==> src/design/cfla_pkg.sv <==
// Shared types and codes for the coalescing free-list allocator.
`default_nettype none
package cfla_pkg;

  // One free extent as held in the table.
  typedef struct packed {
    logic [31:0] blk;
    logic [15:0] off;
    logic [31:0] len;
  } entry_t;

  // A position: block number and byte offset.
  typedef struct packed {
    logic [31:0] blk;
    logic [15:0] off;
  } pos_t;

  // Request codes.
  localparam logic OP_FREE  = 1'b0;
  localparam logic OP_ALLOC = 1'b1;

  // Result status codes.
  localparam logic [1:0] ST_FREED   = 2'd0;
  localparam logic [1:0] ST_ALLOC   = 2'd1;
  localparam logic [1:0] ST_NOSPACE = 2'd2;
  localparam logic [1:0] ST_FULL    = 2'd3;

  // Configuration register indexes.
  localparam logic REG_DATA_BEGIN = 1'b0;
  localparam logic REG_DATA_END   = 1'b1;

  // Width of the reported entry count.
  localparam int CNT_W = 7;

endpackage
`default_nettype wire

==> src/design/cfla_adv.sv <==
// Position advance unit: adds a length to a position and wraps it across blocks.
`default_nettype none
module cfla_adv import cfla_pkg::*; (
  input  wire         clk,
  input  wire         rst_n,
  input  wire         start,
  input  pos_t        pos_i,
  input  wire  [31:0] len_i,
  input  wire  [15:0] data_begin,
  input  wire  [15:0] data_end,
  output logic        done,
  output pos_t        pos_o
);

  localparam int DivSteps = 33;

  logic        busy_r;
  logic [5:0]  cnt_r;
  logic [15:0] rem_r;
  logic [32:0] quo_r;
  logic [31:0] blk_r;
  logic [15:0] size_r;
  logic [15:0] begin_r;
  logic        done_r;
  pos_t        pos_r;

  logic [32:0] sum;
  logic [15:0] size;
  logic [16:0] trial;
  logic        ge;
  logic [16:0] diff;

  // Sum of offset and length, and the size of the usable area.
  always_comb begin
    sum   = {17'd0, pos_i.off} + {1'b0, len_i};
    size  = (data_end > data_begin) ? (data_end - data_begin) : 16'd0;
    trial = {rem_r, quo_r[32]};
    ge    = trial >= {1'b0, size_r};
    diff  = trial - {1'b0, size_r};
  end

  // Restoring division of the overshoot by the area size, one bit a cycle.
  // The quotient plus one is the number of blocks stepped; the remainder
  // plus data_begin is the new offset.
  always_ff @(posedge clk) begin
    if (!rst_n) begin
      busy_r <= 1'b0;
      done_r <= 1'b0;
      cnt_r  <= '0;
    end else begin
      // Done pulses for one cycle on the fast path or at the end of the division.
      done_r <= (start && (size == 16'd0 || sum < {17'd0, data_end})) ||
                (!start && busy_r && cnt_r == 6'd0);
      if (start) begin
        if (size == 16'd0 || sum < {17'd0, data_end}) begin
          pos_r.blk <= pos_i.blk;
          pos_r.off <= sum[15:0];
        end else begin
          busy_r  <= 1'b1;
          cnt_r   <= 6'(DivSteps);
          quo_r   <= sum - {17'd0, data_end};
          rem_r   <= '0;
          blk_r   <= pos_i.blk;
          size_r  <= size;
          begin_r <= data_begin;
        end
      end else if (busy_r) begin
        if (cnt_r == 6'd0) begin
          pos_r.blk <= blk_r + quo_r[31:0] + 32'd1;
          pos_r.off <= rem_r + begin_r;
          busy_r    <= 1'b0;
        end else begin
          rem_r <= ge ? diff[15:0] : trial[15:0];
          quo_r <= {quo_r[31:0], ge};
          cnt_r <= cnt_r - 6'd1;
        end
      end
    end
  end

  assign done  = done_r;
  assign pos_o = pos_r;

endmodule
`default_nettype wire
==> config.mk <==
export PLATFORM = sky130hd
export DESIGN_NAME = cfla_adv
export DESIGN_NICKNAME = d
export VERILOG_FILES = /design/src/design/cfla_pkg.sv /design/src/design/cfla_adv.sv
export SDC_FILE = /design/constraint.sdc
export NUM_CORES = 1
export LEC_CHECK = 0
export BUFFER_PORTS_ARGS = -buffer_cell sky130_fd_sc_hd__buf_2
export CORE_MARGIN = 3
export CORE_UTILIZATION = 28
export CTS_CLUSTER_DIAMETER = 30
export CTS_CLUSTER_SIZE = 16
export DETAILED_ROUTE_END_ITERATION = 7
export PLACE_DENSITY = 0.48
export SLEW_MARGIN = 20
export SYNTH_ARGS = -nofsm -noshare
export SYNTH_HDL_FRONTEND = slang
export SYNTH_SLANG_ARGS = --single-unit
==> constraint.sdc <==
create_clock -name clk -period 9.7 [get_ports clk]
set_input_delay 0.485 -clock clk [delete_from_list [all_inputs] [get_ports clk]]
set_output_delay 0.485 -clock clk [all_outputs]
set_load 0.01 [all_outputs]
After elaboration in Yosys (flattened, before gate mapping)
Index checks and enable logic that the tools add are counted.

Bits in registers: 169. Bits of input ports: 115. Logic and storage cells: 61.

Add/sub/neg operators: 8. Multiplexer cells: 22. Equal/unequal tests: 3. Reduce and logical (&&, ||, !) cells: 14. Bitwise logic cells: 1. Magnitude comparators: 3.

Operators by type and width (count): 2-to-1 mux 48 bit (4); 2-to-1 mux 33 bit (4); 2-to-1 mux 16 bit (6); adder 16 x 32 -> 33 bit (1); < comparator 33 x 16 -> 1 bit (1); subtractor 33 x 16 -> 33 bit (1); adder 32 x 1 -> 32 bit (second input constant) (1); adder 32 bit (1); subtractor 16 bit (2); 2-to-1 mux 6 bit (4); greater-or-equal comparator 17 x 16 -> 1 bit (1); adder 16 bit (1); > comparator 16 bit (1); logical NOT 16 bit (1); AND reduction 4 bit (2); logical NOT 6 bit (1); AND reduction 3 bit (2); subtractor 6 x 1 -> 6 bit (second input constant) (1); 2-to-1 mux 1 bit (4); != test 2 bit (second input constant) (2); nonzero test 2 bit (2); logical AND 1 bit (3); logical OR 1 bit (2); != test 2 x 1 -> 1 bit (second input constant) (1); 2 further kinds (2).

Logic depth before layout (Yosys ltp)
Depth in word-level cells: 6. Mapped depth: 20. Gate-level depth less buffers: 20.

Worst setup path after synthesis
Ideal clock, no wire load.

Kind: input-to-reg. Start: input pos_i[0] (netlist name). End: register pos_r (netlist bit pos_o[0]), enable pin. Arrival: 6645 ps. Required time: 9231 ps. Setup slack: 2586 ps. Stages: 20. Cell sequence: ha_1 fa_1 a21o_1 a221oi_4 o311ai_4 a21oi_1 o21bai_1 a21oi_1 xnor2_1 ha_1 a21o_1 a21oi_1 o21ai_0 a21o_1 a31oi_1 and4b_1 nand4_4 o31ai_1 nand2_1 a21oi_1.

Longest elaborated chain between the ends: 5.

RTL lines: start: declaration (RTL line cfla_adv.sv:7) `input pos_t pos_i,`; adder 16 x 32 -> 33 bit (RTL line cfla_adv.sv:35) `sum = {17'd0, pos_i.off} + {1'b0, len_i};`; < comparator 33 x 16 -> 1 bit (RTL line cfla_adv.sv:55) `if (size == 16'd0 || sum < {17'd0, data_end}) begin`; logical OR 1 bit (RTL line cfla_adv.sv:55); != test 2 x 1 -> 1 bit (no source line); AND reduction 4 bit (no source line); end: declaration (RTL line cfla_adv.sv:25) `pos_t pos_r;`.

No other way between the ends. A chain may end at the register's enable or synchronous reset.

Worst setup path in the final report
Start: input pos_i[0] (netlist name). End: register pos_r (netlist bit pos_o[4]), enable pin.

The elaborated chain is that of the path after synthesis.

==> flow_summary.json <==
{
  "track_usage": 0.1533,
  "fillCellCount": 4615,
  "crit_arrival_ns": 6.03,
  "outcome": "completed",
  "wire_per_inst_um": 17.82,
  "fin_nets": 1689,
  "vias": 10200,
  "min_from": "pos_i[42]",
  "cts_hold_buf": 0,
  "via_per_inst": 4.949,
  "endpoint": "pos_o[4]",
  "hold_path_class": "primary input to flip-flop",
  "synth_area_leaders": "edfxtp_1, ha_1, xnor2_1",
  "end_kind": "flip-flop",
  "grt_pass1_vias": 9682,
  "peakVddDrop_v": 0.0001286,
  "reg2regPathDepth": 14,
  "tritoncts": "yes",
  "fmax_ghz": 0.1685,
  "syn-num-nets": 1534,
  "r2r_start": "quo_r[0]",
  "clk-insertion-delay-late_ns": 0.45,
  "seqCellArea_sq_um": 4995,
  "ctsRootBufferMaster": "clkbuf_16",
  "antennaDiodeCount": 0,
  "tns_ns": 0,
  "slew_headroom": 0.4586,
  "yosysWarningCount": 0,
  "clock-sinks": 169,
  "dieArea_sq_um": 47790,
  "syn_inst": 1301,
  "fp.coreArea_sq_um": 44410,
  "ys_types": 75,
  "min_period_ns": 5.934,
  "drt_first_pass_iters": 5,
  "ctsHtreeMaxLevel": 4,
  "setup-violations-final": 0,
  "r2r_slack_ns": 5.62,
  "worst-setup-path-type": "primary input to flip-flop",
  "maxCapViolations": 0,
  "startpoint_type": "primary input",
  "p_leak_uw": 0.006123,
  "synth-seq-cells": 169,
  "synth_area_per_cell_sq_um": 9.730,
  "r2r_end": "pos_o[46]",
  "post_cts_buffers": 0,
  "synth.largest_area_cell": "edfxtp_1",
  "dominantRegCellSynth": "edfxtp_1",
  "synth_enable_flop_cells": 161,
  "cts_resized": 0,
  "routed_wirelength_um": 36740,
  "initial_utilization": 0.2850,
  "clk_pin_slew_ns": 0.07,
  "required_ns": 9.79,
  "ant_nets": 0,
  "antenna_found_initial": 4,
  "yosysTopAreaCellShare": 0.3819,
  "grt_overflow": 0,
  "die_w_um": 218.6,
  "hold_viol": 0,
  "critPathLaunch": "pos_i[0]",
  "worst_pin_slew_ns": 0.8016,
  "whs_ns": 0.2264,
  "synth.most_common_cell": "edfxtp_1",
  "area_delta_synth_final_pct": 16.38,
  "rsz0062_at_grt": "false",
  "cts_buffer_depth": 2,
  "num_rows": 77,
  "multi_input_area_sq_um": 7187,
  "syn_area_sq_um": 12660,
  "final_layout_size_suffix_gt1_frac": 0.1702,
  "drc_errors": 0,
  "postSynth.asyncResetShare": 0,
  "p_per_area_nw_per_um2": 158.5,
  "hpwl_um": 29460,
  "die_h_um": 218.6,
  "ios": 164,
  "yosysSeqAreaShare": 0.3946,
  "cp_max_fo": 33,
  "grt_max_degree": 73,
  "routabilityCongestion": 0.8804,
  "grt_pass1_wl_um": 56280,
  "final.period_utilization": 0.6118,
  "drt_iter0_drc": 748,
  "netlist_top_cells_count": "edfxtp_1, ha_1, a21oi_1, nand2_1, nor2_1",
  "fin_util": 0.3317,
  "drv_slew": 0,
  "cts_buffers": 17,
  "port_buffers": 163,
  "fin_skew_ns": 0.01206
}
## how the worst min path moves through the flow
stage | to | slack (ns) | depth (start not counted)
2_1_floorplan | busy_r | 0.48 | 2
4_1_cts | begin_r[15] | 0.20 | 1
3_5_place_dp | cnt_r[4] | 0.53 | 2
5_1_grt | blk_r[19] | 0.20 | 1
6_report | blk_r[26] | 0.23 | 1
3_3_place_gp | cnt_r[4] | 0.51 | 2
## cells in the final DEF (no fill, tap or decap), drive strengths merged, types with 21 or more instances in the layout
master and instances:
xnor2 62, xor2 51, nand3 34, nor2 97
buf 169, a21o 39, nor3 21, a21oi 102
ha 112, o21ai 86, mux2 24, edfxtp 161
nand2 102, inv 101, clkbuf 21
## per-layer routing
metal,vias to the layer above,part of all wire,GRT usage
li1,5140,-,-
met1,4759,0.51,0.2320
met3,30,0.059,0.02989
met5,-,0.0013,0
met2,263,0.41,0.2221
met4,8,0.013,0.03762
## worst max-delay path, stage by stage
cell and delay [ns]:
buf_2 0.10, ha_1 0.22, fa_1 0.41, a21o_1 0.22, a221oi_4 0.37, o311ai_4 0.20, a21oi_1 0.26, o21bai_1 0.09
a21oi_1 0.18, xnor2_1 0.23, ha_1 0.37, a21o_1 0.21, a21oi_1 0.12, o21ai_0 0.08, a21o_1 0.15, a31oi_1 0.25
and4b_1 0.37, nand4_4 0.17, o31ai_1 0.28, nand2_1 0.16, a21oi_4 0.54, buf_4 0.51
## layout make-up
type / count / share of cell area
clock buffers: 21 / 0.03126
clock inverters: 11 / 0.007644
inverters: 96 / 0.02446
multi-input cells: 1003 / 0.4879
flip-flops and latches: 169 / 0.3391
well taps: 592 / 0.05028
repair buffers: 169 / 0.05945
## through the flow
stage | cell area, sq um | power (uW) | setup WS (ns) | cells
6_report | 14730 | 2335 | 3.766 | 2061
5_1_grt | 14730 | 2473 | 3.428 | 2061
4_1_cts | 14710 | 2352 | 3.788 | 2060
3_3_place_gp | 14140 | 1655 | 3.389 | 2028
2_1_floorplan | 12660 | 1441 | 2.586 | 1301
3_5_place_dp | 14140 | 1660 | 3.321 | 2028
## flip-flops by register name, indices dropped and copies added (netlist names)
name     count
pos_o       48
quo_r       33
blk_r       32
begin_r     16
rem_r       16
size_r      16
cnt_r        6
busy_r       1
done         1
## power by group
| group | internal [uW] | total (uW) | switching (uW) | leakage (uW) |
|---|---|---|---|---|
| combinational | 302 | 744 | 442 | 0.00432 |
| sequential | 878 | 908 | 30.2 | 0.00153 |
| clock | 372 | 683 | 311 | 0.000273 |
## cells by family after synthesis
group                    share of synthesized area
AO/OA/AOI/OAI                               0.1862
XOR/XNOR                                   0.07819
flip-flops                                  0.3946
AND/OR/NAND/NOR                             0.1468
buffers and inverters                      0.03924
multiplexers                               0.03479
adder cells (fa/ha/maj)                     0.1202
Power figures use the tool's default switching activity.
