==> src/design/cfla_ram.sv <==
// Generic single-write, single-read RAM with registered read data.
`default_nettype none
module cfla_ram #(
  parameter int WIDTH = 8,
  parameter int DEPTH = 16
) (
  input  wire                     clk,
  input  wire                     we,
  input  wire [$clog2(DEPTH)-1:0] waddr,
  input  wire [WIDTH-1:0]         wdata,
  input  wire [$clog2(DEPTH)-1:0] raddr,
  output logic [WIDTH-1:0]        rdata
);

  logic [WIDTH-1:0] mem [DEPTH];

  // Write port and registered read port.
  always_ff @(posedge clk) begin
    if (we) begin
      mem[waddr] <= wdata;
    end
    rdata <= mem[raddr];
  end

endmodule
`default_nettype wire

==> config.mk <==
export PLATFORM = sky130hd
export DESIGN_NAME = cfla_ram
export DESIGN_NICKNAME = d
export VERILOG_FILES = /design/src/design/cfla_ram.sv
export SDC_FILE = /design/constraint.sdc
export NUM_CORES = 1
export LEC_CHECK = 0
export BUFFER_PORTS_ARGS = -buffer_cell sky130_fd_sc_hd__buf_4
export CAP_MARGIN = 30
export CORE_UTILIZATION = 50
export DETAILED_ROUTE_END_ITERATION = 6
export PLACE_DENSITY = 0.68
export SLEW_MARGIN = 20
export SYNTH_ARGS = -nofsm -noshare
export SYNTH_HDL_FRONTEND = slang
export SYNTH_SLANG_ARGS = --single-unit
==> constraint.sdc <==
create_clock -name clk -period 2.3 [get_ports clk]
set_input_delay 0.23 -clock clk [delete_from_list [all_inputs] [get_ports clk]]
set_output_delay 0.23 -clock clk [all_outputs]
set_load 0.02 [all_outputs]
Word level (Yosys, flattened, before mapping)
Memory sizes are Yosys's and may differ from the RTL's. A register that Yosys moved wholly into a read port is not among the register bits.
Cells that the tools add are included.
- memory bits (writable): 128
- flip-flop bits (word level): 0
- output and inout port bits: 8
- memories: 1
- muxes and demuxes: 2
- memories (memory ; words ; width ; read ports ; clocked after Yosys merged registers in ; wr ports ; RTL line ; source):
    mem ; 16 ; 8 ; 1 ; 1 ; 1 ; 15 ; logic [WIDTH-1:0] mem [DEPTH];
- operator list (cell ; number):
    $mux W1 ; 2

Longest topological paths before layout
Gate-level depths: netlist of run 1.
- depth after elaboration: 2
- mapped depth: 5
- gate-level depth less buffers: 3

Worst setup path after synthesis of run 1
OpenSTA, ideal clock, no wires.
- path type: input to register
- start: input waddr[2]
- end: memory mem[0][0], enable pin
- path slack: 0.577 ns
- cell stages on the path: 2
- arrival: 1.340 ns
- setup time: 0.383 ns
- cell sequence: or3b_2 nor3_1
- RTL lines (what ; RTL line ; source):
    from (decl) ; 9 ; input wire [$clog2(DEPTH)-1:0] waddr,
    to (decl) ; 15 ;
No word-level cell before the write port.

==> results of run 1 <==
[final timing paths]
check,to,startpoint,slack [ns]
worst max-delay path,rdata[7],mem[3][7],0.95
worst min-delay path,mem[14][1],wdata[1],0.03
worst max register to register,rdata[7],mem[3][7],0.95
worst min register to register,rdata[7],mem[12][7],0.68
[logic make-up after synthesis]
logic type / count (synthesis) / synth area share [%]
flops: 136 / 77.8
simple gates: 35 / 3.18
mux: 32 / 15.0
compound gates: 16 / 2.33
buf+inv: 10 / 1.68
[synth_stat cells (all sizes together)]
cell type / n / area, um2
or3b: 1 / 8.76
clkdlybuf4s25: 3 / 30.0
buf: 7 / 56.3
nor2b: 1 / 6.26
nor3: 4 / 20.0
a22oi: 16 / 120
nor2: 13 / 48.8
nand2: 9 / 33.8
and2b: 1 / 7.51
dfxtp: 8 / 160
mux4: 32 / 773
edfxtp: 128 / 3840
and2: 1 / 6.26
nand3b: 2 / 15.0
nand2b: 2 / 12.5
nand3: 1 / 5.00
[power by group through the flow]
| stage | clock network (mW) | logic (mW) | registers, mW |
|---|---|---|---|
| global route | 2.72 | 0.310 | 2.79 |
| floorplan | 0 | 0.141 | 2.85 |
| global placement | 0 | 0.286 | 2.84 |
| finish | 2.58 | 0.288 | 2.79 |
| CTS | 2.61 | 0.292 | 2.79 |
| detailed placement | 0 | 0.290 | 2.84 |
[layer usage]
layer  vias to the layer above  GRT usage (%)
met5                         -              0
met4                         0           9.53
met3                        17           5.04
met2                        85           31.3
met1                      1265           25.7
li1                       1078              -
[flip-flops by register name, indices dropped and copies added (netlist names)]
register  count
mem         128
rdata         8
[per-stage QoR]
step / hold slack [ns] / worst slack (ns) / area (um2)
CTS: 0.0128 / 0.928 / 6180
floorplan: 0.329 / 0.577 / 5150
detailed placement: 0.537 / 0.548 / 5580
global placement: 0.536 / 0.528 / 5580
finish: 0.0274 / 0.948 / 6180
global route: 0.0200 / 0.883 / 6180
[layout make-up]
type / count / area share [%]
Clock inverter: 11 / 2.01
Tap cell: 133 / 2.69
Sequential cell: 136 / 64.8
Clock buffer: 21 / 7.44
Timing Repair Buffer: 45 / 5.92
Multi-Input combinational cell: 83 / 17.1
==> impl_metrics.env, run 1 <==
export IMPL_cts_buffers=17
export IMPL_powerDensity_nw_per_um2=916
export IMPL_syn2layout_area_growth_pct=20.0
export IMPL_tightestPinTransition_ns=0.723
export IMPL_io_buffers=25
export IMPL_clock_skew_ns=0.00546
export IMPL_required_ns=2.69
export IMPL_path_max_fanout=1
export IMPL_layout_commonest_cell="edfxtp_1"
export IMPL_core_um2=9860
export IMPL_synth_warning_count=0
export IMPL_die_w_um=103
export IMPL_worst_ep_arrival_time_ns=1.74
export IMPL_synth_cell_type_count=19
export IMPL_dp_cells=396
export IMPL_avgRoutedWirePerCell_um=21.9
export IMPL_critPathSlowestCell="mux4_2"
export IMPL_wl_met1_um=4010
export IMPL_power_switching_mw=1.13
export IMPL_hold_viol=0
export IMPL_start_util_pct=52.2
export IMPL_ys_seq_area_share_pct=77.8
export IMPL_regArea_um2=4000
export IMPL_syn_num_nets=247
export IMPL_fillers=641
export IMPL_cts_buffer_depth=2
export IMPL_fin_crit_ns=1.35
export IMPL_holdBufCountCts=1
export IMPL_final_util_pct=62.6
export IMPL_layout_common_cells="edfxtp_1 (128), buf_4 (42), mux4_2 (18), a22oi_1 (16), clkbuf_16 (16)"
export IMPL_critPathMaxStageDelay_ns=0.47
export IMPL_drtIter0Drc=153
export IMPL_internal_power_mw=4.53
export IMPL_drc_errors=0
export IMPL_status="complete, no violations"
export IMPL_cts_root_buffer="clkbuf_8"
export IMPL_fmax_mhz=740
export IMPL_critPathKind="register to register"
export IMPL_grtUsageTotal_pct=19.7
export IMPL_dp_hpwl_um=5920
export IMPL_top_layer="met4"
export IMPL_holdPathStages=1
export IMPL_r2r_cells=3
export IMPL_slew_viol_final=0
export IMPL_antenna_cells=0
export IMPL_fin_setup_tns_ns=0
export IMPL_hp_class="input pin to register"
export IMPL_critPathLaunchType="register"
export IMPL_cap_violations=0
export IMPL_cp_num_buf_inv=0
export IMPL_route_met2_wl_um=4650
export IMPL_p_total_mw=5.66
export IMPL_p_leak_nw=2.10
export IMPL_pwr_share_clk_pct=45.6
export IMPL_cts_repair_resized=0
export IMPL_die_h_um=103
export IMPL_cts_max_level=4
export IMPL_antenna_found_initial=0
export IMPL_syn_inst=229
export IMPL_drt_wl_total_um=9400
export IMPL_multi_input_area_um2=1060
export IMPL_grt_pass1_vias=2490
export IMPL_clkTransAtPathRegs_ns=0.06
export IMPL_ant_nets=0
export IMPL_vdd_drop_max_v=0.000452
export IMPL_rsz0062_at_grt="false"
export IMPL_cts_sinks=136
export IMPL_cts_tree="built"
export IMPL_swShare_pct=20.0
export IMPL_placementRows=36
export IMPL_dr_pass1_iters=4
export IMPL_drive_gt1_share_pct=31.8
export IMPL_global_route_overflow_total=0
export IMPL_worst_path_stages=3
export IMPL_via_per_inst=5.70
export IMPL_io_pins=26
export IMPL_end_kind="register"
export IMPL_grt_max_degree=33
export IMPL_setup_viol=0
export IMPL_cp_cell_sequence="mux4_2 -> a22oi_1 -> nand2_1"
export IMPL_wl_met3_um=517
export IMPL_combPwrFrac_pct=5.1
export IMPL_critPathTopFamily="multiplexers"
export IMPL_grt_first_pass_wirelength_um=14000
export IMPL_cts_setup_buffers=0
export IMPL_clk_latency_ns=0.51
export IMPL_max_slew_margin_pct=51.7
export IMPL_nets=301
export IMPL_synth_seq_cells=136
export IMPL_period_share_pct=58.8
export IMPL_gp_congestion=0.704
export IMPL_netlist_area_um2=5150
export IMPL_fin_cells=429
export IMPL_syn_area_per_cell_um2=22.5
export IMPL_die_area_um2=10700
export IMPL_p_seq_share_pct=49.3
export IMPL_vias=2445
No activity file was read; power rests on OpenSTA's default activity.
==> inputs of run 2 (changes only) <==
==> constraint.sdc (replaced) <==
create_clock -name clk -period 1.31 [get_ports clk]
set_input_delay 0.131 -clock clk [delete_from_list [all_inputs] [get_ports clk]]
set_output_delay 0.131 -clock clk [all_outputs]
set_load 0.02 [all_outputs]
==> run 2 against run 1 <==
Sequential power rose by 76%; clock-buffer cell count up 2; maximum frequency increased by 6.6%; critical path type unchanged; critical endpoint is now rdata[2]; largest cell class unchanged.
==> impl_metrics.env, run 2 (synthesis results as in run 1) <==
export IMPL_fmax_mhz=789
export IMPL_drtIter0Drc=137
export IMPL_cts_max_level=4
export IMPL_vias=2457
export IMPL_cts_sinks=136
export IMPL_critPathMaxStageDelay_ns=0.55
export IMPL_nets=321
export IMPL_regMostFlops="mem"
export IMPL_placed_area_um2=5730
export IMPL_combPwrFrac_pct=5.9
export IMPL_reg_top3="mem x128, rdata x8"
export IMPL_grt_first_pass_wirelength_um=15000
export IMPL_use_met3_pct=4.91
export IMPL_drive_gt1_share_pct=39.6
export IMPL_grtUsageMet1_pct=27.0
export IMPL_die_w_um=103
export IMPL_internal_power_mw=8.13
export IMPL_cts_root_buffer="clkbuf_8"
export IMPL_largest_reg_flops=128
export IMPL_multi_input_area_um2=1090
export IMPL_global_route_overflow_total=0
export IMPL_slew_viol_final=0
export IMPL_drc_errors=0
export IMPL_regArea_um2=4000
export IMPL_worst_ep_arrival_time_ns=1.66
export IMPL_layout_common_cells="edfxtp_1 (128), buf_4 (52), mux4_2 (27), clkbuf_16 (16), nor2_1 (13)"
export IMPL_antenna_cells=0
export IMPL_dp_hpwl_um=6380
export IMPL_grt_max_degree=18
export IMPL_ant_nets=0
export IMPL_p_seq_share_pct=48.4
export IMPL_power_switching_mw=1.99
export IMPL_fillers=641
export IMPL_placementRows=36
export IMPL_clkTransAtPathRegs_ns=0.06
export IMPL_clk_latency_ns=0.52
export IMPL_via_per_inst=5.47
export IMPL_critPathSlowestCell="mux4_1"
export IMPL_cp_num_buf_inv=0
export IMPL_critPathKind="register to register"
export IMPL_hold_viol=0
export IMPL_path_max_fanout=1
export IMPL_grt_pass1_vias=2632
export IMPL_p_leak_nw=2.19
export IMPL_grt_use_met2_pct=35.2
export IMPL_rsz0062_at_grt="false"
export IMPL_drt_wl_total_um=9980
export IMPL_cts_buffers=17
export IMPL_critPathLaunchType="register"
export IMPL_fin_crit_ns=1.27
export IMPL_core_um2=9860
export IMPL_powerDensity_nw_per_um2=1580
export IMPL_critPathTopFamily="multiplexers"
export IMPL_end_kind="register"
export IMPL_hp_class="input pin to register"
export IMPL_avgRoutedWirePerCell_um=22.2
export IMPL_layout_commonest_cell="edfxtp_1"
export IMPL_syn2layout_area_growth_pct=24.5
export IMPL_gp_congestion=0.767
export IMPL_die_h_um=103
export IMPL_tightestPinTransition_ns=0.874
export IMPL_vdd_drop_max_v=0.000775
export IMPL_cp_cell_sequence="mux4_1 -> a22oi_2 -> nand2_1"
export IMPL_dr_pass1_iters=5
export IMPL_io_pins=26
export IMPL_io_buffers=25
export IMPL_whs_ns=0.127
export IMPL_setup_viol=0
export IMPL_cts_buffer_depth=2
export IMPL_final_util_pct=65.0
export IMPL_grtUsageTotal_pct=21.3
export IMPL_final_area_um2=6410
export IMPL_cts_setup_buffers=0
export IMPL_start_util_pct=52.2
export IMPL_clock_skew_ns=0.0149
export IMPL_period_share_pct=96.8
export IMPL_cts_tree="built"
export IMPL_antenna_found_initial=0
export IMPL_grt_most_used_layer="met2"
export IMPL_cap_violations=0
export IMPL_status="complete, no violations"
export IMPL_swShare_pct=19.6
export IMPL_die_area_um2=10700
export IMPL_pwr_share_clk_pct=45.7
export IMPL_max_slew_margin_pct=41.6
export IMPL_required_ns=1.70
## run 2: worst min-delay path, cell delays in order
cell and delay [ns]:
buf_4 0.13, nor3_2 0.06, buf_4 0.15
## run 2: cell type report
type	count	area share, %
Timing Repair Buffer	65	8.90
Clock inverter	9	1.93
Sequential cell	136	62.5
Multi-Input combinational cell	83	17.0
Clock buffer	23	7.12
Tap cell	133	2.60
## run 2: power by group through the flow
stage	sequential (mW)	clock (mW)	combinational [mW]
floorplan	5.01	0	0.248
global placement	4.98	0	0.538
detailed placement	4.99	0	0.550
CTS	4.90	4.68	0.584
global route	4.91	4.83	0.641
finish	4.90	4.63	0.594
## run 2: final timing paths
check / slack (ns) / start / endpoint / cells after the start
setup reg to reg: 0.04 / mem[4][2] / rdata[2] / 3
hold reg to reg: 0.67 / mem[12][5] / rdata[5] / 3
setup / recovery: 0.04 / mem[4][2] / rdata[2] / 3
hold / removal: 0.13 / waddr[0] / mem[0][3] / 3
## run 2: per-stage QoR
step	TNS [ns]	setup WS [ns]	total power [mW]	std cells
finish	0	0.0420	10.1	449
global route	0	0.000272	10.4	449
CTS	0	0.00176	10.2	449
detailed placement	-3.93	-0.260	5.54	409
global placement	-3.21	-0.230	5.52	409
floorplan	-2.65	-0.0871	5.26	229
## run 2: per-layer routing
| layer | vias up | wire length [um] |
|---|---|---|
| met5 | - | 0 |
| met4 | 0 | 69 |
| met3 | 5 | 476 |
| met2 | 65 | 5190 |
| met1 | 1273 | 4240 |
| li1 | 1114 | - |
## run 2: what timing repair did
item | 4_1_cts | 5_1_grt
endpoints found under the setup margin | 5 | 8
pin swaps | 0 | 6
hold buffers | 8 | 0
endpoints found under the hold margin | 128 | 0
resized for setup | 6 | 13
==> inputs of run 3 (changes only) <==
--- a/config.mk
+++ b/config.mk
@@ -7,9 +7,9 @@
 export LEC_CHECK = 0
 export BUFFER_PORTS_ARGS = -buffer_cell sky130_fd_sc_hd__buf_4
 export CAP_MARGIN = 30
-export CORE_UTILIZATION = 50
+export CORE_UTILIZATION = 60
 export DETAILED_ROUTE_END_ITERATION = 6
-export PLACE_DENSITY = 0.68
+export PLACE_DENSITY = 0.79
 export SLEW_MARGIN = 20
 export SYNTH_ARGS = -nofsm -noshare
 export SYNTH_HDL_FRONTEND = slang
==> run 3 against run 2 <==
The flow now finishes with violations (negative setup slack); utilization up 13 points; clock-buffer cell count decreased by 4; cell area grew 0.59%; cell count fell by 5.6%; global-route usage up 5.8 points; largest power group is now the clock network.
==> impl_metrics.env, run 3 (synthesis results as in run 1) <==
export IMPL_drc_errors=0
export IMPL_cts_setup_buffers=0
export IMPL_core_um2=8260
export IMPL_whs_ns=0.134
export IMPL_fmax_mhz=761
export IMPL_placementRows=33
export IMPL_regMostFlops="mem"
export IMPL_layout_common_cells="edfxtp_1 (128), buf_4 (56), mux4_2 (25), clkbuf_16 (16), nor2_1 (13)"
export IMPL_critPathLaunchType="register"
export IMPL_required_ns=1.70
export IMPL_powerDensity_nw_per_um2=1660
export IMPL_multi_input_area_um2=1080
export IMPL_drive_gt1_share_pct=39.8
export IMPL_p_leak_nw=2.23
export IMPL_cts_buffer_depth=2
export IMPL_dp_hpwl_um=6560
export IMPL_clkTransAtPathRegs_ns=0.06
export IMPL_setup_viol=1
export IMPL_antenna_cells=0
export IMPL_nets=324
export IMPL_slew_viol_final=0
export IMPL_grt_max_degree=21
export IMPL_start_util_pct=62.3
export IMPL_drtIter0Drc=345
export IMPL_drt_wl_total_um=10800
export IMPL_clk_latency_ns=0.52
export IMPL_max_slew_margin_pct=38.9
export IMPL_die_w_um=94.6
export IMPL_grt_pass1_vias=2707
export IMPL_violations="negative setup slack"
export IMPL_dr_pass1_iters=4
export IMPL_clock_skew_ns=0.0111
export IMPL_fillers=418
export IMPL_gp_congestion=0.808
export IMPL_vdd_drop_max_v=0.00102
export IMPL_critPathKind="register to register"
export IMPL_syn2layout_area_growth_pct=25.3
export IMPL_fin_crit_ns=1.31
export IMPL_regArea_um2=4000
export IMPL_hp_class="input pin to register"
export IMPL_cts_max_level=4
export IMPL_worst_ep_arrival_time_ns=1.71
export IMPL_antenna_found_initial=0
export IMPL_hold_viol=0
export IMPL_avgRoutedWirePerCell_um=25.5
export IMPL_period_share_pct=100
export IMPL_io_buffers=25
export IMPL_cts_buffers=17
export IMPL_die_h_um=94.6
export IMPL_grt_first_pass_wirelength_um=16000
export IMPL_cts_root_buffer="clkbuf_8"
export IMPL_io_pins=26
export IMPL_dp_slack_ns=-0.208
export IMPL_path_max_fanout=1
export IMPL_layout_commonest_cell="edfxtp_1"
export IMPL_vias=2617
export IMPL_largest_reg_flops=128
export IMPL_via_per_inst=6.17
export IMPL_reg_top3="mem x128, rdata x8"
export IMPL_setup_slack_ns=-0.00341
export IMPL_cap_violations=0
export IMPL_p_total_mw=10.7
export IMPL_end_kind="register"
export IMPL_grtUsageTotal_pct=27.1
export IMPL_status="finished, violations left"
export IMPL_die_area_um2=8950
export IMPL_cts_tree="built"
export IMPL_rsz0062_at_grt="true"
export IMPL_cts_sinks=136
export IMPL_tightestPinTransition_ns=0.915
export IMPL_ant_nets=0
export IMPL_global_route_overflow_total=0
[run 3: where the power goes]
part | internal, mW | switching, mW
Clock | 3.47 | 1.73
Sequential | 4.87 | 0.0339
Combinational | 0.279 | 0.318
Total | 8.61 | 2.08
[run 3: metal layers]
metal,track usage [%],vias up,routed length (um)
li1,-,1128,-
met1,37.1,1324,4170
met2,41.1,151,5430
met3,6.76,14,985
met4,13.5,0,208
met5,0,-,0
[run 3: through the flow]
stage / TNS, ns / std cells / instance area (um2) / util (%)
after floorplan: -2.65 / 229 / 5160 / -
after global placement: -3.27 / 384 / 5710 / 69.1
after detailed placement: -4.15 / 384 / 5710 / 69.1
after CTS: -0.0808 / 424 / 6440 / 78.0
after global routing: -0.0952 / 424 / 6450 / 78.1
final: -0.00341 / 424 / 6450 / 78.1
[run 3: critical path, stage by stage (launching register included)]
cell and delay (ns):
edfxtp_1 0.40, mux4_2 0.50, a22oi_2 0.20, nand2_2 0.10
[run 3: cell type report]
type / count / share of cell area [%]
clock buffers: 19 / 6.54
clock inverters: 13 / 3.51
multi-input cells: 83 / 16.8
flip-flops and latches: 136 / 62.1
well taps: 105 / 2.04
repair buffers: 68 / 9.00
[run 3: repair_timing]
action                                 4_1_cts  5_1_grt
resized for setup                            6        9
pin swaps                                    2        4
hold buffers                                 8        0
setup endpoints to repair                    5        7
cloned                                       0        0
endpoints found under the hold margin      128        0
[run 3: worst paths after layout]
path / startpoint / endpoint / slack (ns) / cells past startpoint
worst max-delay path: mem[10][4] / rdata[4] / -0.003 / 3
worst min-delay path: waddr[1] / mem[4][7] / 0.13 / 3
worst max register to register: mem[10][4] / rdata[4] / -0.003 / 3
worst min register to register: mem[15][0] / rdata[0] / 0.68 / 3
